[config.mk]
export PLATFORM = sky130hd
export DESIGN_NAME = composition_enumerator
export DESIGN_NICKNAME = d
export VERILOG_FILES = /design/src/cenum_pkg.sv /design/src/cenum_ctrl.sv /design/src/cenum_dp.sv /design/src/composition_enumerator.sv
export SDC_FILE = /design/constraint.sdc
export NUM_CORES = 1
export LEC_CHECK = 0
export BUFFER_PORTS_ARGS = -buffer_cell sky130_fd_sc_hd__buf_2
export CAP_MARGIN = 20
export CORE_MARGIN = 2
export CORE_UTILIZATION = 50
export CTS_CLUSTER_SIZE = 12
export DETAILED_ROUTE_END_ITERATION = 6
export PLACE_DENSITY = 0.7
export SETUP_SLACK_MARGIN = 0.1
export SLEW_MARGIN = 10
export SYNTH_ARGS = -nofsm -noshare
export SYNTH_HDL_FRONTEND = slang
export SYNTH_SLANG_ARGS = --single-unit
[constraint.sdc]
create_clock -name clock -period 4.1 [get_ports clock]
set_input_delay 0.41 -clock clock [delete_from_list [all_inputs] [get_ports clock]]
set_output_delay 0.41 -clock clock [all_outputs]
set_load 0.01 [all_outputs]
[src/cenum_pkg.sv]
package cenum_pkg;

   localparam int RESULT_LIMIT = 8;

   localparam int INDEX_W    = 3;
   localparam int PART_W     = 8;
   localparam int NPARTS_W   = 4;
   localparam int TOTAL_W    = 8;
   localparam int CSR_ADDR_W = 2;
   localparam int CSR_DATA_W = 8;
   localparam int REQ_DATA_W = 8;
   localparam int RSP_DATA_W = 16;

   localparam logic [CSR_ADDR_W-1:0] CSR_NUM_PARTS = 2'd0;
   localparam logic [CSR_ADDR_W-1:0] CSR_TOTAL     = 2'd1;

   localparam logic [NPARTS_W-1:0] NUM_PARTS_RESET = 4'd2;
   localparam logic [TOTAL_W-1:0]  TOTAL_RESET     = 8'd1;

   // Commands from the sequencer to the datapath.
   typedef struct packed {
      logic start;     // new item: set the final flag, index to zero
      logic load;      // reload the first vector
      logic scan;      // read the next part for the final test
      logic rewind;    // index back to zero before emission
      logic emit;      // emission pipeline runs
      logic set_end;   // the vector just emitted was the last one
      logic rd_last;   // read the last part
      logic rd_cur;    // read the part under the clamped cursor
      logic dec_cur;   // write the cursor part minus one
      logic wr_next;   // write the next part, move the cursor right
      logic clr_last;  // clear the last part
      logic inc_last;  // write the last part plus one
      logic walk;      // move the cursor left and read that part
      logic walk_cap;  // capture the part read by a walk step
   } cmd_type;

   // Status from the datapath to the sequencer.
   typedef struct packed {
      logic at_end;
      logic fin;
      logic scan_last;
      logic emit_done;
      logic cur_lt_pen;
      logic walk_stop;
   } sts_type;

endpackage

[src/cenum_ctrl.sv]
module cenum_ctrl
   import cenum_pkg::*;
(
   input  logic    clock,
   input  logic    reset,
   input  logic    req_tvalid,
   input  logic    req_restart,
   output logic    req_tready,
   input  sts_type sts,
   output cmd_type cmd
);

   localparam logic [3:0] S_IDLE   = 4'd0;
   localparam logic [3:0] S_SCAN   = 4'd1;
   localparam logic [3:0] S_SCAN_W = 4'd2;
   localparam logic [3:0] S_EMIT   = 4'd3;
   localparam logic [3:0] S_ADV_A  = 4'd4;
   localparam logic [3:0] S_ADV_B  = 4'd5;
   localparam logic [3:0] S_ADV_C  = 4'd6;
   localparam logic [3:0] S_ADV_D  = 4'd7;
   localparam logic [3:0] S_ADV_E  = 4'd8;
   localparam logic [3:0] S_ADV_F  = 4'd9;
   localparam logic [3:0] S_WALK   = 4'd10;
   localparam logic [3:0] S_WALK_W = 4'd11;

   logic [3:0] state_ff, state_in;

   always_ff @(posedge clock) begin
      if (reset) begin
         state_ff <= S_IDLE;
      end else begin
         state_ff <= state_in;
      end
   end

   always_comb begin
      cmd        = '0;
      state_in   = state_ff;
      req_tready = (state_ff == S_IDLE);
      unique case (state_ff)
         S_IDLE: begin
            if (req_tvalid) begin
               cmd.start = 1'b1;
               cmd.load  = req_restart || sts.at_end;
               state_in  = S_SCAN;
            end
         end
         S_SCAN: begin
            cmd.scan = 1'b1;
            if (sts.scan_last) begin
               state_in = S_SCAN_W;
            end
         end
         S_SCAN_W: begin
            cmd.rewind = 1'b1;
            state_in   = S_EMIT;
         end
         S_EMIT: begin
            cmd.emit = 1'b1;
            if (sts.emit_done) begin
               if (sts.fin) begin
                  cmd.set_end = 1'b1;
                  state_in    = S_IDLE;
               end else begin
                  state_in = S_ADV_A;
               end
            end
         end
         S_ADV_A: begin
            cmd.rd_last = 1'b1;
            state_in    = S_ADV_B;
         end
         S_ADV_B: begin
            cmd.rd_cur = 1'b1;
            state_in   = S_ADV_C;
         end
         S_ADV_C: begin
            cmd.dec_cur = 1'b1;
            state_in    = sts.cur_lt_pen ? S_ADV_D : S_ADV_F;
         end
         S_ADV_D: begin
            cmd.wr_next = 1'b1;
            state_in    = S_ADV_E;
         end
         S_ADV_E: begin
            cmd.clr_last = 1'b1;
            state_in     = S_IDLE;
         end
         S_ADV_F: begin
            cmd.inc_last = 1'b1;
            state_in     = S_WALK;
         end
         S_WALK: begin
            if (sts.walk_stop) begin
               state_in = S_IDLE;
            end else begin
               cmd.walk = 1'b1;
               state_in = S_WALK_W;
            end
         end
         S_WALK_W: begin
            cmd.walk_cap = 1'b1;
            state_in     = S_WALK;
         end
         default: begin
            state_in = S_IDLE;
         end
      endcase
   end

endmodule

[src/cenum_dp.sv]
module cenum_dp
   import cenum_pkg::*;
#(
   parameter int MAX_PARTS  = 8,
   parameter int VALUE_BITS = 8
) (
   input  logic                  clock,
   input  logic                  reset,
   input  cmd_type               cmd,
   output sts_type               sts,
   input  logic                  csr_valid,
   input  logic [CSR_ADDR_W-1:0] csr_index,
   input  logic [CSR_DATA_W-1:0] csr_data,
   input  logic                  rsp_tready,
   output logic                  rsp_valid,
   output logic [INDEX_W-1:0]    rsp_part_index,
   output logic [PART_W-1:0]     rsp_part_value,
   output logic                  rsp_last_part,
   output logic                  rsp_final_vector
);

   localparam int DEPTH = (MAX_PARTS < RESULT_LIMIT) ? MAX_PARTS : RESULT_LIMIT;
   localparam int IDX_W = $clog2(DEPTH);
   localparam logic [NPARTS_W-1:0]   DEPTH_N   = NPARTS_W'(DEPTH);
   localparam logic [VALUE_BITS-1:0] RESET_P0  = VALUE_BITS'(TOTAL_RESET);
   localparam logic [VALUE_BITS-1:0] ONE_V     = VALUE_BITS'(1);

   // Configuration registers.
   logic [NPARTS_W-1:0] num_parts_ff, num_parts_in;
   logic [TOTAL_W-1:0]  total_ff, total_in;

   // Part store: single write port, one registered read per cycle.
   logic [VALUE_BITS-1:0] parts_mem [DEPTH];
   logic [DEPTH-1:0]      valid_ff, valid_in;
   logic [VALUE_BITS-1:0] rdata_ff;
   logic                  rvld_ff;
   logic                  rzero_ff;

   logic [2:0]            cursor_ff, cursor_in;
   logic                  at_end_ff, at_end_in;
   logic                  fin_ff, fin_in;
   logic                  chk_ff;
   logic                  dv_ff, dv_in;
   logic                  iss_done_ff, iss_done_in;
   logic [IDX_W-1:0]      idx_ff, idx_in;
   logic [IDX_W-1:0]      didx_ff;
   logic [VALUE_BITS-1:0] lastv_ff, lastv_in;
   logic [VALUE_BITS-1:0] cv_ff, cv_in;

   logic                  out_valid_ff, out_valid_in;
   logic [INDEX_W-1:0]    out_idx_ff;
   logic [PART_W-1:0]     out_val_ff;
   logic                  out_last_ff;
   logic                  out_fin_ff;

   logic [IDX_W-1:0]      last_idx, pen_idx, cur_idx, cur_clamp;
   logic [VALUE_BITS-1:0] rval;
   logic                  out_free, load_out, issue;
   logic                  rd_en, we;
   logic [IDX_W-1:0]      raddr, waddr;
   logic [VALUE_BITS-1:0] wdata;

   // Active part count clamped to 2..DEPTH, kept as the index of the last part.
   always_comb begin
      if (num_parts_ff < NUM_PARTS_RESET) begin
         last_idx = IDX_W'(1);
      end else if (num_parts_ff > DEPTH_N) begin
         last_idx = IDX_W'(DEPTH - 1);
      end else begin
         last_idx = IDX_W'(num_parts_ff - NPARTS_W'(1));
      end
   end

   assign pen_idx   = last_idx - IDX_W'(1);
   assign cur_idx   = cursor_ff[IDX_W-1:0];
   assign cur_clamp = (cursor_ff > 3'(pen_idx)) ? pen_idx : cur_idx;

   // An entry never written since reset or reload reads as its reset value.
   assign rval = rvld_ff ? rdata_ff : (rzero_ff ? RESET_P0 : '0);

   assign out_free = !out_valid_ff || rsp_tready;
   assign load_out = cmd.emit && dv_ff && out_free;
   assign issue    = cmd.emit && !iss_done_ff && (!dv_ff || load_out);

   always_comb begin
      rd_en = 1'b0;
      raddr = idx_ff;
      if (cmd.scan || issue) begin
         rd_en = 1'b1;
         raddr = idx_ff;
      end else if (cmd.rd_last) begin
         rd_en = 1'b1;
         raddr = last_idx;
      end else if (cmd.rd_cur) begin
         rd_en = 1'b1;
         raddr = cur_clamp;
      end else if (cmd.walk) begin
         rd_en = 1'b1;
         raddr = cur_idx - IDX_W'(1);
      end
   end

   always_comb begin
      we    = 1'b0;
      waddr = '0;
      wdata = '0;
      if (cmd.load) begin
         we    = 1'b1;
         waddr = '0;
         wdata = VALUE_BITS'(total_ff);
      end else if (cmd.dec_cur) begin
         we    = 1'b1;
         waddr = cur_idx;
         wdata = rval - ONE_V;
      end else if (cmd.wr_next) begin
         we    = 1'b1;
         waddr = cur_idx + IDX_W'(1);
         wdata = lastv_ff + ONE_V;
      end else if (cmd.clr_last) begin
         we    = 1'b1;
         waddr = last_idx;
         wdata = '0;
      end else if (cmd.inc_last) begin
         we    = 1'b1;
         waddr = last_idx;
         wdata = lastv_ff + ONE_V;
      end
   end

   always_comb begin
      valid_in = valid_ff;
      if (cmd.load) begin
         valid_in = '0;
      end
      if (we) begin
         valid_in[waddr] = 1'b1;
      end
   end

   always_ff @(posedge clock) begin
      if (we) begin
         parts_mem[waddr] <= wdata;
      end
      if (rd_en) begin
         rdata_ff <= parts_mem[raddr];
         rvld_ff  <= valid_ff[raddr];
         rzero_ff <= (raddr == '0);
      end
   end

   always_comb begin
      num_parts_in = num_parts_ff;
      total_in     = total_ff;
      if (csr_valid) begin
         unique case (csr_index)
            CSR_NUM_PARTS: num_parts_in = csr_data[NPARTS_W-1:0];
            CSR_TOTAL:     total_in     = csr_data[TOTAL_W-1:0];
            default:       ;
         endcase
      end
   end

   always_comb begin
      idx_in = idx_ff;
      if (cmd.start || cmd.rewind) begin
         idx_in = '0;
      end else if (cmd.scan || issue) begin
         idx_in = idx_ff + IDX_W'(1);
      end

      fin_in = fin_ff;
      if (cmd.start) begin
         fin_in = 1'b1;
      end else if (chk_ff) begin
         fin_in = fin_ff && (rval == '0);
      end

      dv_in = dv_ff;
      if (issue) begin
         dv_in = 1'b1;
      end else if (load_out) begin
         dv_in = 1'b0;
      end

      iss_done_in = iss_done_ff;
      if (cmd.rewind) begin
         iss_done_in = 1'b0;
      end else if (issue && (idx_ff == last_idx)) begin
         iss_done_in = 1'b1;
      end

      at_end_in = at_end_ff;
      if (cmd.load) begin
         at_end_in = 1'b0;
      end else if (cmd.set_end) begin
         at_end_in = 1'b1;
      end

      cursor_in = cursor_ff;
      if (cmd.load) begin
         cursor_in = '0;
      end else if (cmd.rd_cur) begin
         cursor_in = 3'(cur_clamp);
      end else if (cmd.wr_next) begin
         cursor_in = cursor_ff + 3'd1;
      end else if (cmd.walk) begin
         cursor_in = cursor_ff - 3'd1;
      end

      lastv_in = cmd.rd_cur ? rval : lastv_ff;

      cv_in = cv_ff;
      if (cmd.dec_cur) begin
         cv_in = rval - ONE_V;
      end else if (cmd.walk_cap) begin
         cv_in = rval;
      end

      out_valid_in = out_valid_ff;
      if (load_out) begin
         out_valid_in = 1'b1;
      end else if (rsp_tready) begin
         out_valid_in = 1'b0;
      end
   end

   always_ff @(posedge clock) begin
      if (reset) begin
         num_parts_ff <= NUM_PARTS_RESET;
         total_ff     <= TOTAL_RESET;
         valid_ff     <= '0;
         cursor_ff    <= '0;
         at_end_ff    <= 1'b0;
         fin_ff       <= 1'b0;
         chk_ff       <= 1'b0;
         dv_ff        <= 1'b0;
         iss_done_ff  <= 1'b0;
         idx_ff       <= '0;
         out_valid_ff <= 1'b0;
      end else begin
         num_parts_ff <= num_parts_in;
         total_ff     <= total_in;
         valid_ff     <= valid_in;
         cursor_ff    <= cursor_in;
         at_end_ff    <= at_end_in;
         fin_ff       <= fin_in;
         chk_ff       <= cmd.scan;
         dv_ff        <= dv_in;
         iss_done_ff  <= iss_done_in;
         idx_ff       <= idx_in;
         out_valid_ff <= out_valid_in;
      end
   end

   always_ff @(posedge clock) begin
      lastv_ff <= lastv_in;
      cv_ff    <= cv_in;
      if (issue) begin
         didx_ff <= idx_ff;
      end
      if (load_out) begin
         out_idx_ff  <= INDEX_W'(didx_ff);
         out_val_ff  <= PART_W'(rval);
         out_last_ff <= (didx_ff == last_idx);
         out_fin_ff  <= fin_ff;
      end
   end

   assign sts.at_end     = at_end_ff;
   assign sts.fin        = fin_ff;
   assign sts.scan_last  = (idx_ff == pen_idx);
   assign sts.emit_done  = iss_done_ff && !dv_ff;
   assign sts.cur_lt_pen = (cursor_ff < 3'(pen_idx));
   assign sts.walk_stop  = (cv_ff != '0) || (cursor_ff == '0);

   assign rsp_valid        = out_valid_ff;
   assign rsp_part_index   = out_idx_ff;
   assign rsp_part_value   = out_val_ff;
   assign rsp_last_part    = out_last_ff;
   assign rsp_final_vector = out_fin_ff;

endmodule

[src/composition_enumerator.sv]
// Channel  Direction  Handshake               Payload
// req      in         req_tvalid/req_tready   tdata: restart
// rsp      out        rsp_tvalid/rsp_tready   tdata: part_index, part_value; tlast; tuser
// csr      in         csr_valid/csr_ready     csr_index, csr_data
//
// Each item is paced by the single-port part store, one read per cycle, and by
// the cursor's walk back over parts; a new request is taken only once the last
// item is done, and the final vector skips the step to the next one.
// Reset clears control state only; the parts read as the first vector at once,
// through per-entry valid bits, so there is no clearing pass.
// A low rsp_tready holds the result register and pauses emission.
module composition_enumerator
   import cenum_pkg::*;
#(
   parameter int MAX_PARTS  = 8,
   parameter int VALUE_BITS = 8
) (
   input  logic                  clock,
   input  logic                  reset,
   input  logic                  req_tvalid,
   output logic                  req_tready,
   input  logic [REQ_DATA_W-1:0] req_tdata,   // [0] restart
   output logic                  rsp_tvalid,
   input  logic                  rsp_tready,
   output logic [RSP_DATA_W-1:0] rsp_tdata,   // [2:0] part_index, [10:3] part_value
   output logic                  rsp_tlast,
   output logic                  rsp_tuser,   // [0] final_vector
   input  logic                  csr_valid,
   output logic                  csr_ready,
   input  logic [CSR_ADDR_W-1:0] csr_index,
   input  logic [CSR_DATA_W-1:0] csr_data
);

   cmd_type             cmd;
   sts_type             sts;
   logic [INDEX_W-1:0]  part_index;
   logic [PART_W-1:0]   part_value;

   assign csr_ready = 1'b1;

   cenum_ctrl u_ctrl (
      .clock       (clock),
      .reset       (reset),
      .req_tvalid  (req_tvalid),
      .req_restart (req_tdata[0]),
      .req_tready  (req_tready),
      .sts         (sts),
      .cmd         (cmd)
   );

   cenum_dp #(
      .MAX_PARTS  (MAX_PARTS),
      .VALUE_BITS (VALUE_BITS)
   ) u_dp (
      .clock            (clock),
      .reset            (reset),
      .cmd              (cmd),
      .sts              (sts),
      .csr_valid        (csr_valid),
      .csr_index        (csr_index),
      .csr_data         (csr_data),
      .rsp_tready       (rsp_tready),
      .rsp_valid        (rsp_tvalid),
      .rsp_part_index   (part_index),
      .rsp_part_value   (part_value),
      .rsp_last_part    (rsp_tlast),
      .rsp_final_vector (rsp_tuser)
   );

   assign rsp_tdata = {{(RSP_DATA_W - PART_W - INDEX_W){1'b0}}, part_value, part_index};

endmodule

# --- Yosys cells after proc, flatten, opt, wreduce, memory -nomap -nowiden ---
# Memories as Yosys holds them, arrays and structs flattened. A register that Yosys moved wholly into a read port is not among the register bits.
# Index checks and enable logic that the tools add are counted.
totals:
  mem_bits_rw: 64
  output_inout_bits: 21
  word_cells: 160
  inputBits: 23
  ff_bits: 70
  mem_count: 1
op_classes:
  n_addsub: 7
  n_mux: 70
  n_lt_le_gt_ge: 7
  n_eq_ne: 18
  bitwise_logic: 1
  n_reduce_logical: 35
memory_table:
  columns: ["memory", "words", "word_bits", "read_ports", "rd_ports_with_merged_regs", "wr", "line_no", "rtl"]
  rows:
  - ["u_dp.parts_mem", 8, 8, 1, 1, 1, "cenum_dp.sv:33", "logic [VALUE_BITS-1:0] parts_mem [DEPTH];"]
ops:
  columns: ["operator", "count"]
  rows:
  - ["8-bit 2-to-1 mux", 10]
  - ["3-bit 2-to-1 mux", 16]
  - ["4-bit one-hot mux with 10 select lines", 1]
  - ["1-bit 2-to-1 mux", 33]
  - ["4-bit 2-to-1 mux", 5]
  - ["4-bit by 3-bit equality test with 1-bit output (second input constant)", 4]
  - ["4-bit equality test (second input constant)", 4]
  - ["3-bit equality test", 3]
  - ["3-bit by 1-bit subtractor with 3-bit output (second input constant)", 3]
  - ["8-bit by 1-bit adder with 8-bit output (second input constant)", 1]
  - ["4-bit by 2-bit equality test with 1-bit output (second input constant)", 2]
  - ["1-bit logical AND", 8]
  - ["8-bit logical NOT", 1]
  - ["3-bit by 4-bit < comparator with 1-bit output (second input constant)", 2]
  - ["8-bit OR", 1]
  - ["2-bit nonzero test", 4]
  - ["8-bit nonzero test", 1]
  - ["2-bit OR reduction", 4]
  - ["8-bit by 1-bit subtractor with 8-bit output (second input constant)", 1]
  - ["3-bit by 1-bit adder with 3-bit output (second input constant)", 2]
  - ["3-bit logical NOT", 2]
  - ["1-bit logical OR", 6]
  - ["2-bit 2-to-1 mux", 3]
  - ["2-bit != test (second input constant)", 3]
  - ["other kinds (15)", 18]

# --- Depth between registers and ports, before layout ---
depth:
  word_depth: 14
  mapped_depth: 17

# --- Hierarchy ---
# A second synthesis with hierarchy kept.
hier_totals:
  cells_unflattened: 773
  hier_area_um2: 8171.6
by_module_without_submodules:
  columns: ["mod", "area_each_um2", "cells_each", "n_inst"]
  rows:
  - ["cenum_dp", 7699.9, 710, 1]
  - ["cenum_ctrl", 419.2, 55, 1]
  - ["composition_enumerator", 52.6, 8, 1]

# --- Worst setup path after synthesis ---
# Ideal clock, no wire load.
synth_timing:
  path_kind: "register -> register"
  start: "register u_dp.num_parts_ff[0]"
  end: "register u_dp.rdata_ff[0] (read register of u_dp.parts_mem) (data pin)"
  arrival_ps: 3743
  slack_ps: 84
  path_buffers: 0
  t_required_ps: 3827
  stages_incl_launch_ff: 16
  cell_sequence: "dfxtp_1 > inv_1 > ha_1 > nand2b_1 > a21oi_1 > a21oi_1 > inv_1 > ha_1 > xor2_1 > ha_1 > nand2_1 > o21ai_0 > o41a_1 > a21oi_1 > o31ai_4 > mux4_1"
synth_via:
  elab_chain_len: 9
synth_lines:
  columns: ["item", "line_no", "rtl"]
  rows:
  - ["start, declared", "cenum_dp.sv:29", "logic [NPARTS_W-1:0] num_parts_ff, num_parts_in;"]
  - ["start signal, assigned", "cenum_dp.sv:241", "num_parts_ff <= num_parts_in;"]
  - ["4-bit > comparator or 3-bit by 1-bit subtractor with 3-bit output (tied branches)", "cenum_dp.sv:67, cenum_dp.sv:70", null]
  - ["3-bit 2-to-1 mux", "cenum_dp.sv:67", "end else if (num_parts_ff > DEPTH_N) begin"]
  - ["3-bit 2-to-1 mux *", "cenum_dp.sv:65", "if (num_parts_ff < NUM_PARTS_RESET) begin"]
  - ["3-bit by 1-bit subtractor with 3-bit output", "cenum_dp.sv:74", "assign pen_idx = last_idx - IDX_W'(1);"]
  - ["3-bit > comparator", "cenum_dp.sv:76", "assign cur_clamp = (cursor_ff > 3'(pen_idx)) ? pen_idx : cur_idx;"]
  - ["3-bit 2-to-1 mux", "cenum_dp.sv:76", null]
  - ["3-bit 2-to-1 mux", "cenum_dp.sv:94", "end else if (cmd.rd_cur) begin"]
  - ["3-bit 2-to-1 mux *", "cenum_dp.sv:91", "end else if (cmd.rd_last) begin"]
  - ["3-bit 2-to-1 mux *", "cenum_dp.sv:88", "if (cmd.scan || issue) begin"]
  - ["end, declared", "cenum_dp.sv:35", "logic [VALUE_BITS-1:0] rdata_ff;"]
# Every way passes the cells marked *; elsewhere a longest branch is shown, timed or not.
# A chain may end at the register's enable or synchronous reset.

# --- Worst setup path in the final report ---
layout_timing:
  start: "register u_dp.num_parts_ff[0]"
  end: "register u_dp.rdata_ff[6] (read register of u_dp.parts_mem) (data pin)"
# The elaborated chain is that of the path after synthesis.

==> impl_results.md <==
- Die ar.: 0.0145 mm²
- Sequential cell area: 0.00391 mm²
- Pre-antenna DRT Iters: 5
- Slew @ Worst Pin: 0.996 ns
- Clock power share: 0.443
- Post-Route Utilization: 0.593
- Crit. End Element: flop
- Crit path max-delay family: compound AO/OA/AOI/OAI gates
- DIE WIDTH: roughly 120 µm
- Drt wl/cell: 18.2 µm
- Worst-Skew Late Latency: between 0.4 and 0.5 ns
- Outcome: finished clean
- Pwr Density: about 450 mW/mm²
- Worst hold path class: in2reg
- Post-Syn Area: approximately 0.0068 mm²
- Fin. max-slew vios: 0
- Asr flop ratio synth: 0
- Vias in the first global route: between 4k and 5k
- Clk slew on worst S/H paths: around 0.070 ns
- Peak supply drop: ~0.00032 V
- Crit path launch type: flop
- Setup Crit Path Kind: reg2reg
- Sink Count: ~140
- Dominant synthesized flop cell: edfxtp_1
- FF+latch count, synth: 142
- Buffer and inverter count on the worst path: 5
- Area growth syn-to-layout: 16.1%
- Total grt overflow: 0
- Commonest cells in the netlist: 106 x edfxtp_1, 42 x nand2_1, 40 x nor2_1
- Comb power frac: 0.098
- Share of the synthesized area in the top cell type: 0.471
- Core area: 0.0132 mm²
- Sequential share of the synthesized area: 0.577
- Initial DRC count: a little under 400
- First-pass GRT wire length: 22.6 mm
- Initial Util: 0.511
- Area post-placement: between 0.007 and 0.008 mm²
- Psw: ~0.00091 W
- Internal: between 0.002 and 0.003 W
- Sw Ratio: 0.259
- Vias/cell: 5.72
- Fmax: approximately 0.26 GHz
- H-tree levels: 4
- Total number of vias: between 4k and 5k
- CP peak stage delay: between 0.5 and 0.6 ns
- Req. time, crit path: 4.25 ns
- Most common cell in the netlist: edfxtp_1
- Die height: 120 µm
- Final Wtd Congestion: around 0.90
- Final setup vio count: 0
- Max cap viols: 0
- TritonCTS Buffers: 17
- Largest net degree at the start of global routing: 38
- IO buf count: 30
- GRT Overall Usage: 0.206
- IO Pins: between 40 and 50
- Routed WL: approximately 14 mm
- Design Area, Final: 0.00785 mm²
- Final Hold Vio Count: 0
- Synth unique cells: between 60 and 70
- Synth top area cells: edfxtp_1 47%, dfxtp_1 11%, mux2_2 5.7%
- Min Hold Slack: 0.231 ns
- # fillers: 1049
- CP max-delay cell: mux4_1
- Site Rows: 42
- RSZ-0062 raised after global routing: false
- Layout cells sized above 1: 0.252
- Gate Count Post-Synth: 539
- Inserted Diodes: 0
- YS warnings: 0
- DP HPWL: 9.46 mm
- WP data arrival: around 4 ns
- TritonCTS clock tree: built
- Layout Nets: between 600 and 700
- Multi-input gate area: around 0.0026 mm²
- Sequential Power Share: 0.458
- Crit path cell chain: inv_1 > ha_4 > nand2b_1 > a21oi_1 > a21oi_2 > inv_2 > ha_2 > xor2_2 > ha_4 > inv_1 > nand2_2 > o41a_1 > o21ai_2 > a21oi_1 > o31ai_4 > buf_6 > buf_16 > mux4_1
- Post-synth EDFFs: between 100 and 150
- Skew final: between 0.01 and 0.015 ns
- DRC viols: 0
- Crit path time final: about 3.8 ns
- Cell taking the most area after synthesis: edfxtp_1
- Crit path max fanout: 5
- Clock tree buffer depth: 2
- Tcrit/Tclk final: 0.933
- Remaining antenna violation count: 0
- Leak Pwr: just under 3 nW
- Syn_area_per_cell: between 10 and 15 µm²
- Initial antenna violation count: 0
- Slew HR: 0.329
- Root Driver: clkbuf_16
- Setup TNS: 0 ns
-- area by class of cell --
class	count	share of cell area
Multi-Input combinational cell	345	0.334
Clock buffer	17	0.0542
Inverter	28	0.0134
Sequential cell	142	0.497
Timing Repair Buffer	52	0.0469
Clock inverter	15	0.0260
Tap cell	176	0.0281
-- sequential cells by signal (all words and copies together), names as in the netlist, 2 cells and up, named ones only --
signal / cells
u_dp.cur_idx: 2
u_ctrl.state_ff: 4
u_dp.rdata_ff: 8
u_dp.num_parts_ff: 4
u_dp.valid_ff: 8
u_dp.total_ff: 8
u_dp.cv_ff: 8
u_dp.didx_ff: 3
u_dp.lastv_ff: 8
u_dp.rsp_part_value: 8
u_dp.parts_mem: 64
u_dp.rsp_part_index: 3
u_dp.idx_ff: 3
-- worst paths after layout --
path                   startpoint              endpoint  slack [ns]  cells past startpoint
max          u_dp.num_parts_ff[0]      u_dp.rdata_ff[6]        0.27                     18
min                   csr_data[1]  u_dp.num_parts_ff[1]        0.23                      2
max reg2reg  u_dp.num_parts_ff[0]      u_dp.rdata_ff[6]        0.27                     18
min reg2reg      u_dp.valid_ff[2]      u_dp.valid_ff[2]        0.45                      2
-- timing repair --
action / CTS / global route
gates cloned: 1 / 0
pin swaps: 2 / 2
endpoints found under the hold margin: 0 / 0
endpoints found under the setup margin: 9 / 9
hold buffers: 0 / 0
buffers inserted: 2 / 3
gates resized for setup: 6 / 15
-- power groups by stage --
stage,registers (W),clock network (W),logic (W)
after floorplan,0.00163,0,0.000241
after global placement,0.00164,0,0.000309
after detailed placement,0.00165,0,0.000317
after CTS,0.00162,0.00159,0.000326
after global routing,0.00162,0.00165,0.000380
final,0.00162,0.00156,0.000346
-- stage by stage --
step / std cells / setup slack (ns) / total power [W]
floorplan: 543 / 0.153 / 0.00187
global placement: 736 / 0.130 / 0.00195
detailed placement: 736 / 0.0492 / 0.00196
global route: 775 / 0.124 / 0.00365
CTS: 771 / 0.102 / 0.00353
finish: 775 / 0.274 / 0.00353
-- logic make-up (layout without fill, tap and decap cells) --
| group | after synthesis | count (layout) | share of synthesized area |
|---|---|---|---|
| fa+ha+maj | 10 | 10 | 0.0185 |
| other cells | 2 | 6 | 0.00111 |
| flops | 142 | 142 | 0.577 |
| xor+xnor | 34 | 34 | 0.0463 |
| buf+inv | 56 | 112 | 0.0413 |
| simple gates | 144 | 144 | 0.101 |
| compound gates | 94 | 94 | 0.102 |
| mux | 57 | 57 | 0.113 |
-- layer usage --
layer / vias to the layer above / global-route usage / wire (µm)
li1: 2078 / - / -
met1: 2158 / 0.246 / 5700
met2: 167 / 0.355 / 7170
met3: 32 / 0.0505 / 852
met4: 0 / 0.0858 / 385
met5: - / 0 / 0
-- cell usage in the layout (no fill, tap or decap), types with 7 or more instances in the layout --
cell type / netlist / routed
xnor2_1: 21 / 21
mux4_2: 0 / 7
nand3_1: 19 / 19
edfxtp_1: 106 / 106
a21oi_1: 29 / 28
nor2_1: 40 / 40
clkbuf_16: 0 / 17
o21ai_0: 14 / 13
nand2_1: 42 / 41
mux2i_1: 12 / 12
xor2_1: 12 / 11
ha_1: 10 / 7
o21a_1: 8 / 8
nor3_1: 12 / 12
dfxtp_1: 36 / 35
buf_2: 4 / 30
inv_1: 27 / 26
buf_4: 7 / 17
mux2_2: 34 / 34
Note: power is estimated with default switching activity, not from simulation.
